## config.mk

```make
export PLATFORM = sky130hd
export DESIGN_NAME = frame_sequence_playhead
export DESIGN_NICKNAME = d
export VERILOG_FILES = /design/src/rtl/fsp_pkg.sv /design/src/rtl/fsp_skid.sv /design/src/rtl/frame_sequence_playhead.sv
export SDC_FILE = /design/constraint.sdc
export NUM_CORES = 1
export LEC_CHECK = 0
export BUFFER_PORTS_ARGS = -buffer_cell sky130_fd_sc_hd__buf_2
export CAP_MARGIN = 20
export CORE_ASPECT_RATIO = 0.9
export CORE_MARGIN = 1
export CORE_UTILIZATION = 30
export CTS_CLUSTER_DIAMETER = 150
export DETAILED_ROUTE_END_ITERATION = 10
export PLACE_DENSITY_LB_ADDON = 0.15
export SLEW_MARGIN = 20
export SYNTH_ARGS = -nofsm -noshare
export SYNTH_HDL_FRONTEND = slang
export SYNTH_SLANG_ARGS = --single-unit
export TNS_END_PERCENT = 5
```

## constraint.sdc

```tcl
create_clock -name aclk -period 5.8 [get_ports aclk]
set_clock_uncertainty 0.15 [all_clocks]
set_input_delay 0.87 -clock aclk [delete_from_list [all_inputs] [get_ports aclk]]
set_output_delay 0.87 -clock aclk [all_outputs]
set_load 0.1 [all_outputs]
```

## src/rtl/fsp_pkg.sv

```systemverilog
`timescale 1ns / 1ps
// ----------------------------------------------------------------------------
// fsp_pkg: shared types for the frame sequence playhead
// Request kind codes, playback modes and the result record that travels
// from the playhead logic through the output skid buffer.
// ----------------------------------------------------------------------------
package fsp_pkg;

    // Request kinds on the input channel. Code 7 is unused and ignored.
    typedef enum logic [2:0] {
        KIND_TICK      = 3'd0,
        KIND_PLAY      = 3'd1,
        KIND_REVERSE   = 3'd2,
        KIND_STOP      = 3'd3,
        KIND_RESTART   = 3'd4,
        KIND_GOTO_PLAY = 3'd5,
        KIND_GOTO_STOP = 3'd6
    } kind_t;

    // Playback modes as reported on the result channel.
    typedef enum logic [1:0] {
        MODE_FWD  = 2'd0,
        MODE_REV  = 2'd1,
        MODE_STOP = 2'd2
    } mode_t;

    // Configuration register indexes.
    typedef enum logic [1:0] {
        REG_FRAME_DELAY    = 2'd0,
        REG_FRAME_COUNT    = 2'd1,
        REG_LOOP_ON_FINISH = 2'd2,
        REG_LOOP_REPEATS   = 2'd3
    } reg_index_t;

    localparam int FRAME_INDEX_W = 10;
    localparam int FRAME_COUNT_W = 11;
    localparam int FRAME_NUM_W   = 12;
    localparam int DELAY_REG_W   = 16;
    localparam int REPEATS_W     = 8;
    localparam int CFG_DATA_W    = 16;

    // One result record.
    typedef struct packed {
        logic [FRAME_INDEX_W-1:0] frame_index;
        logic                     loop_complete;
        logic [1:0]               play_mode;
    } result_t;

endpackage

```

## src/rtl/fsp_skid.sv

```systemverilog
`timescale 1ns / 1ps
// ----------------------------------------------------------------------------
// fsp_skid: two-entry output buffer for result records
// Holds the presented result and one more, so the upstream side still hands
// over one further request while the receiver stalls.
// ----------------------------------------------------------------------------
module fsp_skid
    import fsp_pkg::*;
(
    input  logic    aclk,
    input  logic    aresetn,
    input  logic    in_valid,
    output logic    in_ready,
    input  result_t in_data,
    output logic    out_valid,
    input  logic    out_ready,
    output result_t out_data
);

    logic    out_valid_reg;
    logic    skid_valid_reg;
    result_t out_data_reg;
    result_t skid_data_reg;

    // Only a full skid slot blocks the upstream side.
    assign in_ready  = !skid_valid_reg;
    assign out_valid = out_valid_reg;
    assign out_data  = out_data_reg;

    // Control state: which of the two slots hold a result.
    always_ff @(posedge aclk) begin
        if (!aresetn) begin
            out_valid_reg  <= 1'b0;
            skid_valid_reg <= 1'b0;
        end else if (out_ready || !out_valid_reg) begin
            if (skid_valid_reg) begin
                out_valid_reg  <= 1'b1;
                skid_valid_reg <= 1'b0;
            end else begin
                out_valid_reg <= in_valid;
            end
        end else if (in_valid && !skid_valid_reg) begin
            skid_valid_reg <= 1'b1;
        end
    end

    // Payload slots follow the same moves without a reset.
    always_ff @(posedge aclk) begin
        if (out_ready || !out_valid_reg) begin
            if (skid_valid_reg) begin
                out_data_reg <= skid_data_reg;
            end else begin
                out_data_reg <= in_data;
            end
        end else if (in_valid && !skid_valid_reg) begin
            skid_data_reg <= in_data;
        end
    end

endmodule

```

## src/rtl/frame_sequence_playhead.sv

```systemverilog
`timescale 1ns / 1ps
// ----------------------------------------------------------------------------
// frame_sequence_playhead: animation playhead sequencer
// Ticks advance the playhead after a programmable delay; commands play,
// reverse, stop, restart or jump to a clamped frame.
// ----------------------------------------------------------------------------
// Usage:
//   Each request on the s_ channel is a tick or a command (s_kind, with
//   s_frame_number as the target of the goto commands). Every accepted
//   request yields exactly one result on the m_ channel: the playhead
//   frame, the loop-complete flag and the playback mode after the request.
//   A request is taken in every cycle in which s_ready is high. The playhead
//   state updates at the accepting edge and, while the receiver does not
//   stall, its result is presented from the next cycle on.
//   The results pass through a two-entry output buffer: while the receiver
//   stalls, one more request is still taken, then s_ready drops until the
//   receiver takes a result. Nothing is lost or repeated.
//   Reset clears the playhead to frame 0, the mode to forward, the flag
//   and the tick count, and loads frame_delay 1, frame_count 1,
//   loop_on_finish 1 and loop_repeats 0 (so the loop budget is 0).
//   Configuration writes (cfg_we, cfg_index, cfg_data) take effect at once
//   and are meant to be issued while no request is in flight.
// ----------------------------------------------------------------------------
module frame_sequence_playhead
    import fsp_pkg::*;
#(
    parameter int MAX_FRAMES = 1024,
    parameter int DELAY_BITS = 16
) (
    input  logic                     aclk,
    input  logic                     aresetn,
    // Configuration write port
    input  logic                     cfg_we,
    input  logic [1:0]               cfg_index,
    input  logic [CFG_DATA_W-1:0]    cfg_data,
    // Request channel
    input  logic                     s_valid,
    output logic                     s_ready,
    input  logic [2:0]               s_kind,
    input  logic signed [FRAME_NUM_W-1:0] s_frame_number,
    // Result channel
    output logic                     m_valid,
    input  logic                     m_ready,
    output logic [FRAME_INDEX_W-1:0] m_frame_index,
    output logic                     m_loop_complete,
    output logic [1:0]               m_play_mode
);

    localparam int PH_W  = $clog2(MAX_FRAMES);
    localparam int CMP_W = (DELAY_BITS > DELAY_REG_W) ? DELAY_BITS : DELAY_REG_W;
    localparam logic [DELAY_BITS-1:0] TICK_MAX = '1;

    // Last valid frame index for a frame count, with 0 read as 1 and
    // anything above the frame capacity read as the capacity.
    function automatic logic [PH_W-1:0] last_of(input logic [FRAME_COUNT_W-1:0] count);
        logic [31:0] n;
        n = 32'(count);
        if (n == 32'd0) begin
            n = 32'd1;
        end
        if (n > 32'(MAX_FRAMES)) begin
            n = 32'(MAX_FRAMES);
        end
        return PH_W'(n - 32'd1);
    endfunction

    // Configuration registers
    logic [DELAY_REG_W-1:0]   frame_delay_reg;
    logic [FRAME_COUNT_W-1:0] frame_count_reg;
    logic                     loop_on_finish_reg;
    logic [REPEATS_W-1:0]     loop_repeats_reg;

    // Playhead state
    logic [PH_W-1:0]       playhead_reg, playhead_next;
    mode_t                 mode_reg, mode_next;
    logic                  complete_flag_reg, complete_flag_next;
    logic [REPEATS_W-1:0]  loops_left_reg, loops_left_next;
    logic [DELAY_BITS-1:0] ticks_reg, ticks_next;

    logic                   accept;
    logic [PH_W-1:0]        last_idx;
    logic [DELAY_BITS-1:0]  ticks_inc;
    logic [DELAY_REG_W-1:0] need;
    logic                   step_due;
    logic [PH_W-1:0]        goto_target;
    logic                   loops_avail;
    result_t                result;
    result_t                m_result;
    logic                   res_ready;

    assign accept   = s_valid && s_ready;
    assign last_idx = last_of(frame_count_reg);

    // Saturating tick count and the step decision for a tick.
    assign ticks_inc = (ticks_reg == TICK_MAX) ? ticks_reg : ticks_reg + 1'b1;
    assign need      = (frame_delay_reg == '0) ? DELAY_REG_W'(1) : frame_delay_reg;
    assign step_due  = (mode_reg != MODE_STOP) && (CMP_W'(ticks_inc) >= CMP_W'(need));
    assign loops_avail = loops_left_reg > REPEATS_W'(1);

    // Goto target clamped into 0..last; negative targets go to frame 0.
    always_comb begin
        if (s_frame_number[FRAME_NUM_W-1]) begin
            goto_target = '0;
        end else if (32'(s_frame_number[FRAME_NUM_W-2:0]) > 32'(last_idx)) begin
            goto_target = last_idx;
        end else begin
            goto_target = PH_W'(s_frame_number[FRAME_NUM_W-2:0]);
        end
    end

    // Next playhead state from a configuration write or an accepted request.
    always_comb begin
        playhead_next      = playhead_reg;
        mode_next          = mode_reg;
        complete_flag_next = complete_flag_reg;
        loops_left_next    = loops_left_reg;
        ticks_next         = ticks_reg;
        priority if (cfg_we) begin
            if (cfg_index == REG_FRAME_COUNT) begin
                if (playhead_reg > last_of(cfg_data[FRAME_COUNT_W-1:0])) begin
                    playhead_next = last_of(cfg_data[FRAME_COUNT_W-1:0]);
                end
            end else if (cfg_index == REG_LOOP_REPEATS) begin
                loops_left_next = cfg_data[REPEATS_W-1:0];
            end
        end else if (accept) begin
            unique case (kind_t'(s_kind))
                KIND_TICK: begin
                    ticks_next = ticks_inc;
                    if (step_due) begin
                        ticks_next = '0;
                        if (mode_reg == MODE_FWD) begin
                            // Forward: advance, or handle the sequence end.
                            if (playhead_reg < last_idx) begin
                                playhead_next = playhead_reg + 1'b1;
                            end else begin
                                complete_flag_next = 1'b1;
                                if (loop_on_finish_reg) begin
                                    playhead_next = '0;
                                end else if (loops_avail) begin
                                    loops_left_next = loops_left_reg - 1'b1;
                                    playhead_next   = '0;
                                end else begin
                                    playhead_next = last_idx;
                                end
                            end
                        end else begin
                            // Reverse: back up, or handle the sequence start.
                            if (playhead_reg != '0) begin
                                playhead_next = (playhead_reg > last_idx) ?
                                                last_idx : playhead_reg - 1'b1;
                            end else begin
                                complete_flag_next = 1'b1;
                                if (loop_on_finish_reg) begin
                                    playhead_next = last_idx;
                                end else if (loops_avail) begin
                                    loops_left_next = loops_left_reg - 1'b1;
                                    playhead_next   = last_idx;
                                end else begin
                                    playhead_next = '0;
                                end
                            end
                        end
                    end
                end
                KIND_PLAY: begin
                    complete_flag_next = 1'b0;
                    mode_next          = MODE_FWD;
                end
                KIND_REVERSE: begin
                    complete_flag_next = 1'b0;
                    mode_next          = MODE_REV;
                end
                KIND_STOP: begin
                    complete_flag_next = 1'b0;
                    mode_next          = MODE_STOP;
                end
                KIND_RESTART: begin
                    complete_flag_next = 1'b0;
                    mode_next          = MODE_FWD;
                    playhead_next      = '0;
                    loops_left_next    = loop_repeats_reg;
                end
                KIND_GOTO_PLAY: begin
                    complete_flag_next = 1'b0;
                    mode_next          = MODE_FWD;
                    playhead_next      = goto_target;
                end
                KIND_GOTO_STOP: begin
                    complete_flag_next = 1'b0;
                    mode_next          = MODE_STOP;
                    playhead_next      = goto_target;
                end
                default: begin
                    // Unused kind: state is left as it is.
                end
            endcase
        end else begin
            // No write and no request: the state holds.
        end
    end

    // Configuration registers.
    always_ff @(posedge aclk) begin
        if (!aresetn) begin
            frame_delay_reg    <= DELAY_REG_W'(1);
            frame_count_reg    <= FRAME_COUNT_W'(1);
            loop_on_finish_reg <= 1'b1;
            loop_repeats_reg   <= '0;
        end else if (cfg_we) begin
            unique case (reg_index_t'(cfg_index))
                REG_FRAME_DELAY:    frame_delay_reg    <= cfg_data[DELAY_REG_W-1:0];
                REG_FRAME_COUNT:    frame_count_reg    <= cfg_data[FRAME_COUNT_W-1:0];
                REG_LOOP_ON_FINISH: loop_on_finish_reg <= cfg_data[0];
                REG_LOOP_REPEATS:   loop_repeats_reg   <= cfg_data[REPEATS_W-1:0];
                default: begin
                end
            endcase
        end
    end

    // Playhead state registers.
    always_ff @(posedge aclk) begin
        if (!aresetn) begin
            playhead_reg      <= '0;
            mode_reg          <= MODE_FWD;
            complete_flag_reg <= 1'b0;
            loops_left_reg    <= '0;
            ticks_reg         <= '0;
        end else begin
            playhead_reg      <= playhead_next;
            mode_reg          <= mode_next;
            complete_flag_reg <= complete_flag_next;
            loops_left_reg    <= loops_left_next;
            ticks_reg         <= ticks_next;
        end
    end

    // Result record built from the state after the request.
    assign result.frame_index   = FRAME_INDEX_W'(playhead_next);
    assign result.loop_complete = complete_flag_next;
    assign result.play_mode     = mode_next;

    fsp_skid u_skid (
        .aclk      (aclk),
        .aresetn   (aresetn),
        .in_valid  (accept),
        .in_ready  (res_ready),
        .in_data   (result),
        .out_valid (m_valid),
        .out_ready (m_ready),
        .out_data  (m_result)
    );

    assign s_ready         = res_ready;
    assign m_frame_index   = m_result.frame_index;
    assign m_loop_complete = m_result.loop_complete;
    assign m_play_mode     = m_result.play_mode;

    // The request side only blocks while a result is waiting downstream.
    a_ready_blocks_only_on_result: assert property (
        @(posedge aclk) disable iff (!aresetn) !s_ready |-> m_valid
    ) else $error("s_ready low with no result presented");

    // The playhead never points past the last frame of the sequence.
    a_playhead_in_range: assert property (
        @(posedge aclk) disable iff (!aresetn) playhead_reg <= last_idx
    ) else $error("playhead beyond last frame");

    // A tick while stopped never moves the playhead.
    a_stopped_tick_holds: assert property (
        @(posedge aclk) disable iff (!aresetn)
        (accept && !cfg_we && s_kind == KIND_TICK && mode_reg == MODE_STOP)
        |=> $stable(playhead_reg)
    ) else $error("playhead moved on a tick while stopped");

    // Any command clears the loop-complete flag.
    a_command_clears_flag: assert property (
        @(posedge aclk) disable iff (!aresetn)
        (accept && !cfg_we && s_kind != KIND_TICK && s_kind != 3'(7))
        |=> !complete_flag_reg
    ) else $error("command left the loop-complete flag set");

endmodule
```

==> key figures <==
Status
  • Status: finished, violations left
  • Failing checks: DRC

Setup path
  • Setup CP Type: reg -> reg
  • Worst-path fanout max: 9
  • Setup crit end kind: register
  • R2R cell count: 17
  • Reg2Reg Capture Point: u_skid.out_data[8]
  • Critical Path RT: 5.76 ns
  • R2R Setup Slk: 0.35 ns
  • CP arrival: 5.41 ns
  • Startpoint types: register
  • Worst r2r src: frame_count_reg[0]

Clock tree
  • Worst-path clk slew: 0.08 ns
  • Clock buffer depth: 2
  • TritonCTS clock tree: yes
  • Clock sink count: 101
  • Clock buffers created by TritonCTS: 9
  • PostCTS Resize Cnt: 0
  • H-tree depth: 3
  • Hold buffer count at cts: 0
  • Root buf cell: clkbuf_16
  • Clock Latency Late Sink: 0.36 ns
  • Setup Buffers After CTS: 0

Yosys
  • Top cells by area in the synthesized netlist: dfxtp_1, edfxtp_1, ha_1
  • Yosys top cell area share: 20.4%
  • #FFs+latches synth: roughly 100
  • Synth Net Count: about 1000
  • Synth async-reset ratio: 0%
  • Seq/Total Area, Yosys: a little under a third
  • Synthesized cell area: 7370 um^2
  • Syn. warnings: 0
  • Syn Inst Count: about 910
  • Yosys top cell by area: dfxtp_1
  • Top post-synthesis cells by count: nand2_1, dfxtp_1, nor2_1
  • Top FF cell, synth: dfxtp_1
  • Avg Inst Size Synth: 8.08 um^2
  • Yosys cell types: 79
  • Most common cell in the netlist: nand2_1
  • Post-synth EDFFs: 26

Drt
  • DRT Pass-1 Iters: 8
  • 1st-iter DRT viols: 435
  • Vias/cell: 5.40
  • Wirelength, routed: about 24000 um
  • Post-DRT Antenna Nets: 0
  • Via count: 6771
  • Drt wl/cell: about 19 um
  • DRC: 1

Final layout
  • Fin nets: between 1000 and 1500
  • Fin util: 33.9%
  • Antenna diode count: 0
  • Final std cells w/o fill: 1253
  • Share of cells above drive strength 1: 11.7%
  • Area growth, synth to finish: 11.5%

Global route
  • First-pass GRT wire length: 36600 um
  • Number of antenna violations at the first check in global routing: 1
  • Vias in the first global route: 6262
  • Grt total ovfl: 0
  • GRT Overall Usage: a little under a fifth
  • Largest net degree at the start of global routing: 76

Floorplanning
  • Die Wd: 167 um
  • Initial Utilization: 30.5%
  • # IOs: 53
  • Core ar.: between 20000 and 25000 um^2
  • Die height: 151 um
  • Die footprint: 25200 um^2
  • # rows: 54

Placed design
  • Placed Cells: 1237
  • Port bufs: 52
  • Worst-case setup slack after placement: between 0.4 and 0.5 ns
  • GP Congestion: 0.902
  • Post-DP HPWL: 17300 um

Power
  • Maximum vdd drop: 0.000132 V
  • Leakage: 3.07 nW
  • Pwr dens: 234 nW/um^2

Timing
  • Final Hold Violating Endpoints: 0
  • Worst hold slack: 0.319 ns
  • Slew @ Worst Pin: 0.975 ns
  • RSZ-0062 raised after global routing: no
  • Setup TNS: 0 ns
  • Setup ws final: 0.349 ns
  • Slew Limit Headroom: 34.5%
  • Pins Over Slew Limit: 0
  • Fmax: 183 MHz
  • Final setup violation count: 0
  • Fin crit period: 5.45 ns
  • Final Cycle Share: 94.0%

Min path
  • Worst hold path cell count: 2
  • Hold Startpoint: loop_repeats_reg[7]
  • WHS Endpoint: loop_repeats_reg[7]
  • Class of the worst hold path: reg -> reg

Job
  • Max-cap violation count: 0
==> cell type report <==
class / instances / area (um^2)
fillers: 2625 / 16000
multi-input cells: 715 / 4710
flip-flops and latches: 101 / 2280
well taps: 308 / 385
repair buffers: 65 / 358
clock buffers: 9 / 225
inverters: 48 / 180
clock inverters: 7 / 66.3
==> critical path: stages, from the launching register on <==
cell and delay [ns]:
dfxtp_1 0.34, or3_1 0.42, nor4_1 0.27, a21oi_1 0.10, or2_2 0.35, ha_1 0.29, nand3_1 0.11, o21ai_0 0.07
a21oi_1 0.39, inv_1 0.12, ha_1 0.33, a2111o_1 0.41, a31oi_1 0.17, o32a_1 0.48, mux2_2 0.40, a221o_1 0.36
a31oi_1 0.32, o31ai_1 0.12
==> through the flow <==
step                power, mW  instance area (um^2)
CTS                      1.93                  8210
floorplan                1.17                  7370
global route             2.01                  8210
global placement         1.32                  7920
finish                   1.92                  8210
detailed placement       1.32                  7920
==> worst max path at each step <==
stage,slack [ns],endpoint,from
6_report,0.35,u_skid.out_data[8],frame_count_reg[0]
4_1_cts,0.40,u_skid.out_data[5],ticks_reg[4]
3_5_place_dp,0.42,u_skid.out_data[10],cfg_data[3]
5_1_grt,0.03,u_skid.out_data[8],frame_count_reg[0]
2_1_floorplan,0.86,u_skid.out_data[6],frame_count_reg[0]
3_3_place_gp,0.41,u_skid.out_data[10],cfg_data[3]
==> cell usage in the layout (no fill, tap or decap), types with 5 or more instances in the layout <==
| cell type | n |
|---|---|
| a211oi_1 | 20 |
| a22o_1 | 6 |
| or4_1 | 5 |
| or3_1 | 17 |
| nand4_1 | 13 |
| o21a_1 | 5 |
| buf_2 | 52 |
| a21o_1 | 5 |
| a22oi_1 | 7 |
| buf_4 | 13 |
| o31ai_1 | 7 |
| nor2_1 | 57 |
| xnor2_1 | 26 |
| nor3b_1 | 7 |
| a21oi_1 | 38 |
| inv_1 | 46 |
| mux2i_1 | 8 |
| nor4_1 | 11 |
| clkbuf_16 | 9 |
| xor2_1 | 8 |
| a21boi_0 | 41 |
| nand2_1 | 132 |
| and3_1 | 7 |
| nor2b_1 | 15 |
| dfxtp_1 | 75 |
| edfxtp_1 | 26 |
| nand3_1 | 33 |
| nor3_1 | 27 |
| mux2_2 | 17 |
| ha_1 | 53 |
| o21ai_0 | 40 |
| o211ai_1 | 11 |
| and2_1 | 17 |
| a31oi_1 | 7 |
==> metal layers <==
layer  track usage [%]  vias up  wire length [um]
met5                 0        -                13
met4              5.09        2               367
met3              3.36       26              1110
met2              28.7      166             10100
met1              27.4     3185             12000
li1                  -     3392                 -
==> where the power goes <==
| group | switching, mW | total [mW] | leakage [nW] | internal, mW |
|---|---|---|---|---|
| combinational | 0.351 | 0.525 | 2.06 | 0.173 |
| clock | 0.311 | 0.613 | 0.138 | 0.302 |
| sequential | 0.0290 | 0.781 | 0.873 | 0.752 |
| total | 0.691 | 1.92 | 3.07 | 1.23 |
==> cell families (layout without fill, tap and decap cells) <==
family / after synthesis / count (layout) / synth area share, %
AOI/OAI and AO/OA: 238 / 238 / 22.7
DFF: 101 / 101 / 31.0
muxes: 26 / 26 / 3.89
and+or+nand+nor: 363 / 363 / 24.2
xor gates and xnor gates: 34 / 34 / 4.04
buffers and inverters: 96 / 129 / 5.08
adders and majority gates: 54 / 54 / 9.14
Power figures use the tool's default switching activity.
